==> config.mk <==
export PLATFORM = sky130hd
export DESIGN_NAME = unsigned_divide_32_by_16
export DESIGN_NICKNAME = d
export VERILOG_FILES = /design/src/udiv_pkg.sv /design/src/udiv_cell.sv /design/src/unsigned_divide_32_by_16.sv
export VERILOG_INCLUDE_DIRS = /design/src /design/src/src
export SDC_FILE = /design/constraint.sdc
export NUM_CORES = 1
export LEC_CHECK = 0
export BUFFER_PORTS_ARGS = -buffer_cell sky130_fd_sc_hd__clkbuf_2
export CAP_MARGIN = 20
export CORE_ASPECT_RATIO = 0.6
export CORE_MARGIN = 1
export CORE_UTILIZATION = 50
export DETAILED_ROUTE_END_ITERATION = 7
export GPL_TIMING_DRIVEN = 0
export PLACE_DENSITY = 0.75
export SLEW_MARGIN = 20
export SYNTH_ARGS = -nofsm -noshare
export SYNTH_HDL_FRONTEND = slang
export SYNTH_SLANG_ARGS = --single-unit
==> constraint.sdc <==
create_clock -name clk -period 9.3 [get_ports clk]
set_clock_uncertainty 0.1 [all_clocks]
set_input_delay 2.325 -clock clk [delete_from_list [all_inputs] [get_ports clk]]
set_output_delay 2.325 -clock clk [all_outputs]
set_load 0.005 [all_outputs]
==> src/unsigned_divide_32_by_16_macros.svh <==
// ----------------------------------------------------------------------------
// Assertion macros for the unsigned divider
// Shorthand for clocked assertions that are disabled while reset is active.
// ----------------------------------------------------------------------------
`ifndef UNSIGNED_DIVIDE_32_BY_16_MACROS_SVH
`define UNSIGNED_DIVIDE_32_BY_16_MACROS_SVH

// same-cycle implication
`define UD_ASSERT_NOW(label, ante, cons, msg) \
  label: assert property (@(posedge clk) disable iff (!rst_n) (ante) |-> (cons)) \
    else $error(msg);

// next-cycle implication
`define UD_ASSERT_NEXT(label, ante, cons, msg) \
  label: assert property (@(posedge clk) disable iff (!rst_n) (ante) |=> (cons)) \
    else $error(msg);

`endif

==> src/udiv_pkg.sv <==
// ----------------------------------------------------------------------------
// udiv_pkg
// Widths and shared types for the unsigned divider.
// ----------------------------------------------------------------------------
`default_nettype none

package udiv_pkg;

  localparam int DIVIDEND_BITS = 32;
  localparam int DIVISOR_BITS  = 16;

  // step counter holds DIVIDEND_BITS itself
  localparam int CNT_W = $clog2(DIVIDEND_BITS + 1);

  localparam int EXT_W = (DIVIDEND_BITS > DIVISOR_BITS) ? DIVIDEND_BITS : DIVISOR_BITS;

  typedef logic [DIVIDEND_BITS-1:0] dividend_t;
  typedef logic [DIVISOR_BITS-1:0]  divisor_t;
  typedef logic [CNT_W-1:0]         count_t;

  // controls broadcast to every remainder cell
  typedef struct packed {
    logic load;  // clear remainder bit, take divisor bit
    logic step;  // advance one quotient bit
    logic keep;  // trial subtraction succeeded
  } cell_ctrl_t;

endpackage

`default_nettype wire

==> src/udiv_cell.sv <==
// ----------------------------------------------------------------------------
// udiv_cell
// One bit slice of the partial remainder: holds a remainder bit and a divisor
// bit, forms one bit of the trial subtraction and shifts toward the MSB.
// ----------------------------------------------------------------------------
`default_nettype none

module udiv_cell (
  input  wire                        clk,
  input  wire udiv_pkg::cell_ctrl_t  ctrl,
  input  wire                        load_d,
  input  wire                        s_in,
  input  wire                        b_in,
  output logic                       r_o,
  output logic                       d_o,
  output logic                       b_out,
  output logic                       r_nxt_o
);
  import udiv_pkg::*;

  logic r_r;
  logic d_r;
  logic diff;

  assign diff    = s_in ^ d_r ^ b_in;
  assign b_out   = (~s_in & d_r) | (~s_in & b_in) | (d_r & b_in);
  assign r_nxt_o = ctrl.keep ? diff : s_in;
  assign r_o     = r_r;
  assign d_o     = d_r;

  always_ff @(posedge clk) begin
    if (ctrl.load) begin
      r_r <= 1'b0;
      d_r <= load_d;
    end else if (ctrl.step) begin
      r_r <= r_nxt_o;
    end
  end

endmodule

`default_nettype wire

==> src/unsigned_divide_32_by_16.sv <==
// ----------------------------------------------------------------------------
// unsigned_divide_32_by_16
// Restoring divider: 32-bit unsigned dividend by 16-bit unsigned divisor.
// ----------------------------------------------------------------------------
// One word at a time. After a word is accepted the row of remainder cells
// produces one quotient bit per cycle, but the last bit waits while an
// untaken result fills the output register; the next word can be taken
// once the finished result is written there. The rate is set by the single
// trial subtraction across the cell row, once per dividend bit. A zero
// divisor skips the iteration: the result goes straight to the output
// register with divide_by_zero set, quotient 0 and remainder equal to the
// low 16 bits of the dividend. The result sits in an output register, so a
// new word is accepted while a finished one still waits to be taken.
`default_nettype none

module unsigned_divide_32_by_16 (
  input  wire                        clk,
  input  wire                        rst_n,
  input  wire                        in_valid,
  output logic                       in_ready,
  input  wire  [udiv_pkg::DIVIDEND_BITS-1:0] in_dividend,
  input  wire  [udiv_pkg::DIVISOR_BITS-1:0]  in_divisor,
  output logic                       out_valid,
  input  wire                        out_ready,
  output logic [udiv_pkg::DIVIDEND_BITS-1:0] out_quotient,
  output logic [udiv_pkg::DIVISOR_BITS-1:0]  out_remainder,
  output logic                       out_divide_by_zero
);
  import udiv_pkg::*;

  typedef enum logic [1:0] {
    ST_IDLE = 2'b01,
    ST_RUN  = 2'b10
  } state_t;

  state_t     state_r, state_nxt;
  count_t     count_r, count_nxt;
  logic       zero_r, zero_nxt;
  dividend_t  qr_r, qr_nxt;
  logic       out_valid_r, out_valid_nxt;
  dividend_t  quo_r;
  divisor_t   rem_r;
  logic       dz_r;

  cell_ctrl_t ctrl;
  divisor_t   r_w, d_w, b_w, rn_w;
  logic       accept, slot_free, last, step, fin, q_bit;
  logic [EXT_W-1:0] qr_ext;

  assign in_ready  = (state_r == ST_IDLE);
  assign accept    = in_valid & in_ready;
  assign slot_free = ~out_valid_r | out_ready;
  assign last      = (count_r == CNT_W'(1));
  assign step      = (state_r == ST_RUN) & ~zero_r & (~last | slot_free);
  assign fin       = (state_r == ST_RUN) & (zero_r | last) & slot_free;

  // borrow out of the extended top bit decides the quotient bit
  assign q_bit = ~(~r_w[DIVISOR_BITS-1] & b_w[DIVISOR_BITS-1]);

  assign ctrl = '{load: accept, step: step, keep: q_bit};

  for (genvar i = 0; i < DIVISOR_BITS; i++) begin : g_cell
    if (i == 0) begin : g_lsb
      udiv_cell u_cell (
        .clk     (clk),
        .ctrl    (ctrl),
        .load_d  (in_divisor[i]),
        .s_in    (qr_r[DIVIDEND_BITS-1]),
        .b_in    (1'b0),
        .r_o     (r_w[i]),
        .d_o     (d_w[i]),
        .b_out   (b_w[i]),
        .r_nxt_o (rn_w[i])
      );
    end else begin : g_mid
      udiv_cell u_cell (
        .clk     (clk),
        .ctrl    (ctrl),
        .load_d  (in_divisor[i]),
        .s_in    (r_w[i-1]),
        .b_in    (b_w[i-1]),
        .r_o     (r_w[i]),
        .d_o     (d_w[i]),
        .b_out   (b_w[i]),
        .r_nxt_o (rn_w[i])
      );
    end
  end

  assign qr_ext = EXT_W'(qr_r);

  always_comb begin
    state_nxt     = state_r;
    count_nxt     = count_r;
    zero_nxt      = zero_r;
    qr_nxt        = qr_r;
    out_valid_nxt = out_valid_r & ~out_ready;
    case (state_r)
      ST_IDLE: begin
        if (accept) begin
          state_nxt = ST_RUN;
          count_nxt = CNT_W'(DIVIDEND_BITS);
          zero_nxt  = (in_divisor == '0);
          qr_nxt    = in_dividend;
        end
      end
      ST_RUN: begin
        if (step) begin
          qr_nxt    = {qr_r[DIVIDEND_BITS-2:0], q_bit};
          count_nxt = count_r - CNT_W'(1);
        end
        if (fin) begin
          state_nxt     = ST_IDLE;
          out_valid_nxt = 1'b1;
        end
      end
      default: begin
        state_nxt = ST_IDLE;
      end
    endcase
  end

  always_ff @(posedge clk) begin
    if (!rst_n) begin
      state_r     <= ST_IDLE;
      count_r     <= '0;
      zero_r      <= 1'b0;
      out_valid_r <= 1'b0;
    end else begin
      state_r     <= state_nxt;
      count_r     <= count_nxt;
      zero_r      <= zero_nxt;
      out_valid_r <= out_valid_nxt;
    end
  end

  always_ff @(posedge clk) begin
    qr_r <= qr_nxt;
    if (fin) begin
      dz_r <= zero_r;
      if (zero_r) begin
        quo_r <= '0;
        rem_r <= qr_ext[DIVISOR_BITS-1:0];
      end else begin
        quo_r <= qr_nxt;
        rem_r <= rn_w;
      end
    end
  end

  assign out_valid          = out_valid_r;
  assign out_quotient       = quo_r;
  assign out_remainder      = rem_r;
  assign out_divide_by_zero = dz_r;

`include "unsigned_divide_32_by_16_macros.svh"

  `UD_ASSERT_NEXT(a_busy_after_accept, accept, !in_ready, "divider ready right after accept")
  `UD_ASSERT_NOW(a_zero_quotient, out_valid_r && dz_r, out_quotient == '0,
                 "nonzero quotient on divide by zero")
  `UD_ASSERT_NOW(a_rem_below_div, out_valid_r && !dz_r && state_r == ST_IDLE,
                 out_remainder < d_w, "remainder not below divisor")
  `UD_ASSERT_NOW(a_count_live, state_r == ST_RUN && !zero_r, count_r != '0,
                 "step counter ran out while running")

endmodule

`default_nettype wire

==> flow_summary.yaml, run 1 <==
clock_tree:
  cts_sinks: 123
  hold_buffers: 0
  cts.path.max_buffers: 2
  cts-resized-gates: 0
  cts_setup_buffers: 0
  clock-root-buffer: "clkbuf_16"
  worstSkewPairLatency_ns: 0.41
  htreeDepth: 4
  cts_buffers: 17
  path_clk_slew_ns: 0.06
  cts_tree: "done"
worst_setup_path:
  path_cells: "inv_1, ha_1, fa_1, fa_1, fa_1, fa_1, fa_1, fa_1, fa_1, fa_1, fa_1, fa_1, fa_1, fa_1, fa_1, fa_1, inv_1, fa_1, or2_2, clkbuf_1, clkbuf_1, nand2_1, o21ai_0, o21ai_0"
  rr_worst_depth: 24
  worst-path-max-fanout: 10
  r2r-end: "out_remainder[12]"
  crit_path_frequent_cell: "fa_1"
  critPathKind: "reg -> reg"
  r2r-start: "qr_ext[31]"
  cp_slowest_stage_delay_ns: 0.47
  r2r_slack_ns: 0.73
  crit_arrival_ns: 8.58
  path_delay_family: "adder cells"
  slowest_stage: "fa_1"
  start_kind: "register"
  required_ns: 9.31
  critical_path_buf_inv_count: 4
  end_kind: "register"
placement:
  dp_hpwl_mm: 10.8
  port_buffers: 102
  place_area_um2: 6550
  place.gp.congestion: 0.847
sta:
  period_share: 0.922
  rsz0062_at_grt: "false"
  worst_slew_pin_slew_ns: 0.775
  hold_viol_final: 0
  layout_min_cycle_time_ns: 8.57
  maxSlewHeadroom: 0.483
  tns_ns: 0
  drv_slew: 0
  setup_viol: 0
  fmax_mhz: 117
die:
  die_y_um: 85.5
  dieArea_um2: 12100
  floorplan.initialDensity: 0.515
  die_x_um: 141
  coreArea_um2: 11300
  row_count: 30
  ios: 103
logic_synthesis:
  ys_ff_latch: 123
  synth-async-reset-ratio: 0
  ys_types: 54
  synthesis.nets: 603
  synth_edf_count: 65
  yosysSeqAreaShare: 0.536
  yosys_warnings: 0
  netlist_area_um2: 5810
  synthFlopType: "edfxtp_1"
  netlist_instances: 531
  syn_avg_cell_area_um2: 10.9
drt:
  num_vias: 4798
  vias_per_cell: 5.81
  antenna_left: 0
  drtPass1Iterations: 5
  drt_iter0_markers: 483
  drc: 0
  wl_per_cell_um: 18.3
  routed_wl_mm: 15.1
power_and_ir_drop:
  peakVddDrop_v: 0.000141
  p_leak_nw: 2.86
  p_per_area_nw_per_um2: 221
min_path:
  hold_class: "reg -> reg"
  worstHoldStart: "g_cell[5].g_mid.u_cell.r_o"
  hold-path-endpoint: "g_cell[5].g_mid.u_cell.r_o"
  min_path_cells: 2
run_status:
  status: "finished clean"
grt:
  grt_max_degree: 26
  grt_pass1_wl_mm: 24.1
  grt_overflow: 0
  antenna_found_initial: 0
  grt_use_total: 0.265
  grt_pass1_vias: 4542
finish:
  fin_nets: 725
  num_antenna_cells: 0
  layout-drive-gt1-share: 0.285
  area_growth_pct: 22.7
  final_design_area_no_fill_um2: 7130
job:
  drv_cap: 0
## area by class of cell
type / instances / area, um2
clock buffers: 21 / 460
fillers: 913 / 4170
flip-flops and latches: 123 / 3110
multi-input cells: 322 / 2330
repair buffers: 103 / 531
well taps: 160 / 200
plain buffers: 31 / 176
inverters: 55 / 206
clock inverters: 11 / 120
## tightest hold or removal path, delay by kind of cell (launching register included)
kind            cells  cell delay (ns)
flops               1             0.33
compound gates      1             0.05
simple gates        1             0.06
## how the worst max path moves through the flow
stage	start	endpoint	slack [ns]	depth (start not counted)
finish	qr_ext[31]	out_remainder[12]	0.73	24
global route	qr_ext[31]	out_remainder[11]	0.37	24
CTS	qr_ext[31]	out_remainder[12]	0.75	24
detailed placement	qr_ext[31]	out_remainder[12]	0.80	24
global placement	qr_ext[31]	out_remainder[12]	0.91	24
floorplan	qr_ext[31]	out_remainder[11]	1.68	24
## flip-flops by register name, indices dropped and copies added, names as in the netlist
name	cells
g_cell.g_mid.u_cell.d_o	15
out_divide_by_zero	1
qr_ext	32
out_quotient	32
g_cell.g_lsb.u_cell.r_o	1
out_valid	1
g_cell.g_mid.u_cell.r_o	15
count_r	6
out_remainder	16
zero_r	1
g_cell.g_lsb.u_cell.d_o	1
state_r	2
## cell families after synthesis
group                      Yosys count  synth area share
AOI/OAI and AO/OA                  211             0.254
DFF                                123             0.536
and+or+nand+nor                     89            0.0784
buffers and inverters               86            0.0656
adders and majority gates           20            0.0624
muxes                                2           0.00366
## per-layer routing
layer,up-vias,share of wire,track usage
li1,2196,-,-
met1,2381,0.49,0.398
met2,201,0.44,0.383
met3,20,0.069,0.0586
met4,0,0.0094,0.0751
met5,-,0,0
## synth_stat cells, types with 2 or more instances
cell type / number / area, um2
or3_1: 3 / 18.8
o211ai_1: 16 / 120
nor2b_1: 2 / 12.5
nor2_1: 5 / 18.8
a22o_2: 18 / 180
nand2_1: 50 / 188
a21oi_1: 25 / 125
nand3_1: 6 / 30.0
nand2b_1: 3 / 18.8
clkbuf_1: 15 / 56.3
a22oi_1: 31 / 233
a22o_1: 13 / 114
dfxtp_1: 58 / 1160
o21ai_0: 64 / 320
ha_1: 5 / 62.6
buf_6: 6 / 67.6
a21o_1: 21 / 158
a221o_1: 2 / 20.0
nor3_1: 2 / 10.0
nor4_1: 5 / 31.3
a21o_2: 10 / 87.6
inv_1: 54 / 203
buf_2: 8 / 40.0
edfxtp_1: 65 / 1950
fa_1: 15 / 300
## stage by stage
| stage | worst slack [ns] | power [W] | util | cells | hold slack, ns |
|---|---|---|---|---|---|
| after global placement | 0.912 | 0.000918 | 0.577 | 793 | 0.370 |
| after CTS | 0.747 | 0.00158 | 0.631 | 826 | 0.384 |
| after detailed placement | 0.798 | 0.000929 | 0.580 | 794 | 0.376 |
| final | 0.727 | 0.00158 | 0.631 | 826 | 0.384 |
| after floorplan | 1.68 | 0.000843 | - | 531 | 0.358 |
| after global routing | 0.368 | 0.00164 | 0.631 | 826 | 0.408 |
## placed cells by master, fill, tap and decap left out, drive strengths merged, types with 6 or more instances in the layout
master	synthesis	routed
a21o	31	31
a21oi	25	25
a22o	31	31
a22oi	31	31
buf	16	17
clkbuf	15	138
clkinv	1	7
dfxtp	58	58
edfxtp	65	65
fa	15	15
inv	54	54
nand2	50	50
nand3	6	6
o211ai	17	17
o21ai	65	65
## power by group
group / internal [W] / total [W] / switching [W]
combinational: 0.0000966 / 0.000238 / 0.000141
clock: 0.000407 / 0.000650 / 0.000243
sequential: 0.000634 / 0.000690 / 0.0000554
total: 0.00114 / 0.00158 / 0.000440
No activity file was read; power rests on OpenSTA's default activity.
==> inputs of run 2 (changes only) <==
Settings changed: CORE_MARGIN 1 to 3, PLACE_DENSITY 0.75 to 0.74, SYNTH_HIERARCHICAL from default to 1.
==> run 2 against run 1 <==
Net effect: fmax is 3.1% lower; critical path type unchanged; highest routed layer unchanged; via count is 4.8% lower; global-route usage down 3.2 points.
==> flow_summary.yaml, run 2 <==
sta:
  drv_slew: 0
  worst_slew_pin_slew_ns: 0.801
  maxSlewHeadroom: 0.465
  fmax_mhz: 113
  period_share: 0.951
  rsz0062_at_grt: "false"
  layout_min_cycle_time_ns: 8.84
  hold_viol_final: 0
  tns_ns: 0
  setup_viol: 0
logic_synthesis:
  synth_edf_count: 65
  ys_ff_latch: 123
  synth_top_cells_by_count: "inv_1 (69), edfxtp_1 (65), dfxtp_1 (58), and2_1 (46), nand2_1 (42)"
  netlist_area_um2: 5980
  synth.most_common_cell: "inv_1"
  yosys_warnings: 6
  yosysSeqAreaShare: 0.521
  synthesis.nets: 597
  synthTopCellsByArea: "edfxtp_1 (33%), dfxtp_1 (19%), o221ai_2 (7.5%)"
  synthFlopType: "edfxtp_1"
  synth-async-reset-ratio: 0
  ys_types: 46
  netlist_instances: 525
  synth_top_area_share: 0.326
  syn_avg_cell_area_um2: 11.4
  synth_area_leader_cell: "edfxtp_1"
worst_setup_path:
  worst-path-max-fanout: 17
  critPathKind: "reg -> reg"
  r2r-end: "out_remainder[0]"
  crit_path_frequent_cell: "fa_1"
  rr_worst_depth: 22
  path_cells: "inv_1, fa_1, fa_1, fa_1, fa_1, fa_1, fa_1, fa_1, fa_1, fa_1, fa_1, fa_1, fa_1, fa_1, fa_1, fa_1, fa_1, nand2b_2, buf_6, nand2b_1, nand2_1, mux2_2"
  crit_arrival_ns: 8.90
  cp_slowest_stage_delay_ns: 0.45
  slowest_stage: "fa_1"
  critical_path_buf_inv_count: 2
  r2r_slack_ns: 0.46
  required_ns: 9.36
  start_kind: "register"
  path_delay_family: "adder cells"
  r2r-start: "qr_ext[31]"
  end_kind: "register"
clock_tree:
  cts_sinks: 123
  cts_buffers: 17
  htreeDepth: 4
  cts_tree: "done"
  clock-root-buffer: "clkbuf_16"
  cts_setup_buffers: 0
  path_clk_slew_ns: 0.06
  cts.path.max_buffers: 2
  worstSkewPairLatency_ns: 0.41
drt:
  drt_iter0_markers: 468
  wl_per_cell_um: 18.4
  drc: 0
  antenna_left: 0
  routed_wl_mm: 15.1
  vias_per_cell: 5.57
  drtPass1Iterations: 5
  num_vias: 4570
grt:
  grt_max_degree: 46
  antenna_found_initial: 0
  grt_pass1_wl_mm: 24.3
  grt_use_total: 0.233
  grt_overflow: 0
  grt_pass1_vias: 4506
min_path:
  min_path_cells: 2
  worstHoldStart: "count_r[3]"
  hold_class: "reg -> reg"
  hold-path-endpoint: "count_r[3]"
finish:
  fin_nets: 720
  final_common_cell: "clkbuf_2"
  num_antenna_cells: 0
  final_cells: 821
  num-fill-cells: 919
  mostFrequentLayoutCells: "clkbuf_2 (101), inv_1 (68), edfxtp_1 (65)"
  fin_util: 0.641
  layout-drive-gt1-share: 0.301
  ff_latch_area_um2: 3110
  area_growth_pct: 23.2
  multiInputGateArea_um2: 2470
power_and_ir_drop:
  p_leak_nw: 2.77
  peakVddDrop_v: 0.000157
  p_per_area_nw_per_um2: 216
job:
  drv_cap: 0
placement:
  place_inst: 788
  place.gp.congestion: 0.889
  port_buffers: 101
  dp_hpwl_mm: 10.7
die:
  dieArea_um2: 13300
  die_x_um: 147
  die_y_um: 90.7
  coreArea_um2: 11500
  floorplan.initialDensity: 0.520
  ios: 103
  row_count: 30
run_status:
  status: "finished clean"
-- run 2: changes by cell type in the layout (fill, tap and decap cells not counted), moves of 14 or more --
cell,before,now
o221ai_2,0,30
a21o_1,21,0
mux2_2,1,16
and2_1,1,46
a21oi_1,25,5
inv_1,54,68
o21ai_0,64,3
o211ai_1,16,0
o31ai_1,0,31
a22oi_1,31,0
nor2_1,5,31
a22o_2,18,0
-- run 2: how the worst max path moves through the flow --
stage | depth (start not counted) | slack (ns) | startpoint | to
after global routing | 22 | 0.05 | qr_ext[31] | out_remainder[0]
after detailed placement | 21 | 0.03 | qr_ext[31] | out_remainder[13]
after floorplan | 21 | 0.86 | qr_ext[31] | out_remainder[15]
after CTS | 21 | 0.002 | qr_ext[31] | out_remainder[13]
after global placement | 21 | 0.22 | qr_ext[31] | out_remainder[3]
final | 22 | 0.46 | qr_ext[31] | out_remainder[0]
-- run 2: area by class of cell --
| type | instances | share of cell area |
|---|---|---|
| buffer | 29 | 0.0195 |
| clock buffer | 17 | 0.0578 |
| clock inverter | 15 | 0.0270 |
| inverter | 69 | 0.0352 |
| multi-input combinational | 304 | 0.336 |
| sequential | 123 | 0.423 |
| tap | 160 | 0.0272 |
| timing repair buffer | 104 | 0.0744 |
-- run 2: worst reg2reg max path, delay by kind of cell (launching register included) --
| family | cells | cell delay [ns] |
|---|---|---|
| adder cells (fa/ha/maj) | 16 | 6.99 |
| buffers and inverters | 2 | 0.32 |
| flip-flops | 1 | 0.42 |
| multiplexers | 1 | 0.27 |
| AND/OR/NAND/NOR | 3 | 0.50 |
-- run 2: routing by layer --
layer,vias up,track usage,part of all wire
met5,-,0,0
met1,2212,0.344,0.47
met4,0,0.0659,0.013
met3,20,0.0532,0.075
met2,212,0.343,0.44
li1,2126,-,-
-- run 2: logic make-up after synthesis --
family	count (synthesis)	share of synthesized area
fa+ha+maj	20	0.0620
simple gates	165	0.149
compound gates	102	0.170
other cells	1	0.000627
buf+inv	98	0.0674
mux	16	0.0301
flops	123	0.521
-- run 2: through the flow --
step	cell area [um2]	total power (W)	hold slack [ns]	setup slack (ns)
after floorplan	5980	0.000822	0.368	0.861
after global placement	6680	0.000887	0.385	0.225
after detailed placement	6730	0.000897	0.399	0.0340
after CTS	7350	0.00159	0.408	0.00201
after global routing	7360	0.00165	0.453	0.0479
final	7360	0.00159	0.409	0.456
-- run 2: repair_timing --
item / in CTS / in global routing
gates resized for setup: 0 / 1
hold buffers: 0 / 0
endpoints found under the setup margin: 0 / 9
-- run 2: power by group --
group / internal (W) / total (W) / switching [W]
logic: 0.0000962 / 0.000250 / 0.000154
clock network: 0.000448 / 0.000697 / 0.000249
registers: 0.000618 / 0.000645 / 0.0000275
total: 0.00116 / 0.00159 / 0.000431
==> inputs of run 3 (changes only) <==
Settings changed: CORE_MARGIN 3 to 1.
==> run 3 against run 2 <==
Net effect: die area is 7.0% lower; combinational power hardly changed; final cell count is 0.12% lower; routed wire length is 2.1% lower; sequential cell count stayed put; worst hold slack better by 0.0020 ns; first-iteration DRC count is 3.8% lower; sequential power hardly changed; clock-buffer cell count is 2 higher; sequential share of layout area is 0.30 points higher; clock power is 5.5% lower; critical path type unchanged; critical endpoint is now out_remainder[8].
==> flow_summary.yaml, run 3 (synthesized netlist as in run 2, its figures left out) <==
sta:
  holdWs_ns: 0.411
  maxSlewHeadroom: 0.467
  tns_ns: 0
  hold_viol_final: 0
  fmax_mhz: 114
  drv_slew: 0
  setup_ws_ns: 0.501
  setup_viol: 0
  layout_min_cycle_time_ns: 8.80
  rsz0062_at_grt: "false"
  period_share: 0.946
  worst_slew_pin_slew_ns: 0.798
die:
  ios: 103
  dieArea_um2: 12400
  die_x_um: 143
  floorplan.initialDensity: 0.520
  die_y_um: 86.7
  coreArea_um2: 11500
  row_count: 30
worst_setup_path:
  crit_arrival_ns: 8.86
  end_kind: "register"
  required_ns: 9.36
  start_kind: "register"
  path_cells: "inv_1, fa_1, fa_1, fa_1, fa_1, fa_1, fa_1, fa_1, fa_1, fa_1, fa_1, fa_1, fa_1, fa_1, fa_1, fa_1, fa_1, nand2b_2, and2_1, nor2_1, mux2_2"
  crit_path_frequent_cell: "fa_1"
  startpoint: "qr_ext[31]"
  critical_path_buf_inv_count: 1
  critPathKind: "reg -> reg"
  path_delay_family: "adder cells"
  worst-path-max-fanout: 33
  slowest_stage: "fa_1"
  cp_slowest_stage_delay_ns: 0.46
  r2r-start: "qr_ext[31]"
clock_tree:
  htreeDepth: 4
  cts_setup_buffers: 0
  cts_buffers: 17
  clock-root-buffer: "clkbuf_16"
  cts.path.max_buffers: 2
  cts_tree: "done"
  cts_sinks: 123
  hold_buffers: 0
  cts-resized-gates: 0
  worstSkewPairLatency_ns: 0.42
  path_clk_slew_ns: 0.05
drt:
  vias_per_cell: 5.54
  num_vias: 4546
  drtPass1Iterations: 5
  wl_per_cell_um: 18.0
  routed_wl_mm: 14.8
  drt_iter0_markers: 450
  drc: 0
  antenna_left: 0
power_and_ir_drop:
  p_per_area_nw_per_um2: 212
  p_leak_nw: 2.74
  peakVddDrop_v: 0.000160
grt:
  grt_pass1_wl_mm: 23.8
  grt_max_degree: 46
  grt_overflow: 0
  antenna_found_initial: 0
  grt_use_total: 0.259
  grt_pass1_vias: 4466
finish:
  num_antenna_cells: 0
  fin_nets: 719
  layout-drive-gt1-share: 0.294
  mostFrequentLayoutCells: "clkbuf_2 (101), inv_1 (68), edfxtp_1 (65)"
  final_design_area_no_fill_um2: 7310
  area_growth_pct: 22.3
  final_common_cell: "clkbuf_2"
min_path:
  hold_class: "reg -> reg"
  worstHoldStart: "count_r[3]"
placement:
  dp_hpwl_mm: 10.6
  pre_cts_ws_ns: 0.0670
  port_buffers: 101
  place.gp.congestion: 0.876
  place_area_um2: 6730
job:
  drv_cap: 0
run_status:
  status: "finished clean"
[run 3: cell count changes in the layout (fill, tap and decap cells not counted)]
cell	delta
buf_6	-1
clkinv_4	-3
clkinv_2	-1
inv_6	-1
clkbuf_1	+2
clkinv_1	+2
clkinvlp_4	+2
bufinv_16	-1
[run 3: routing by layer]
| metal | share of wire | global-route usage | vias up | routed length, um |
|---|---|---|---|---|
| li1 | - | - | 2127 | - |
| met1 | 0.47 | 0.378 | 2211 | 6990 |
| met2 | 0.44 | 0.371 | 192 | 6510 |
| met3 | 0.077 | 0.0735 | 16 | 1140 |
| met4 | 0.0097 | 0.0753 | 0 | 144 |
| met5 | 0 | 0 | - | 0 |
[run 3: layout make-up]
| class | count | area, um2 |
|---|---|---|
| buffer | 29 | 144 |
| clock buffer | 19 | 433 |
| clock inverter | 13 | 151 |
| fill | 961 | 4170 |
| tap | 160 | 200 |
| inverter | 69 | 259 |
| multi-input combinational | 304 | 2470 |
| timing repair buffer | 103 | 537 |
| sequential | 123 | 3110 |
[run 3: power breakdown]
group / switching [W] / internal (W)
Combinational: 0.000152 / 0.0000952
Clock: 0.000242 / 0.000417
Sequential: 0.0000280 / 0.000618
Total: 0.000422 / 0.00113
[run 3: path summary, 6_finish.rpt]
| path | to | slack, ns | cells past startpoint |
|---|---|---|---|
| max reg2reg | out_remainder[8] | 0.50 | 21 |
| min reg2reg | count_r[3] | 0.41 | 2 |
| max | out_remainder[8] | 0.50 | 21 |
| min | count_r[3] | 0.41 | 2 |
[run 3: metrics by stage]
step                      std cells  total power [W]   util
after floorplan                 525         0.000822      -
after global placement          786         0.000887  0.582
after detailed placement        788         0.000896  0.586
after CTS                       820          0.00155  0.636
after global routing            820          0.00161  0.637
final                           820          0.00155  0.637
[run 3: worst register-to-register path, cell delays in order, from the launching register on]
cell and delay, ns:
dfxtp_1 0.41, inv_1 0.09, fa_1 0.45, fa_1 0.43, fa_1 0.43, fa_1 0.43
fa_1 0.46, fa_1 0.43, fa_1 0.42, fa_1 0.44, fa_1 0.43, fa_1 0.42
fa_1 0.43, fa_1 0.43, fa_1 0.46, fa_1 0.45, fa_1 0.44, fa_1 0.41
nand2b_2 0.43, and2_1 0.24, nor2_1 0.07, mux2_2 0.27
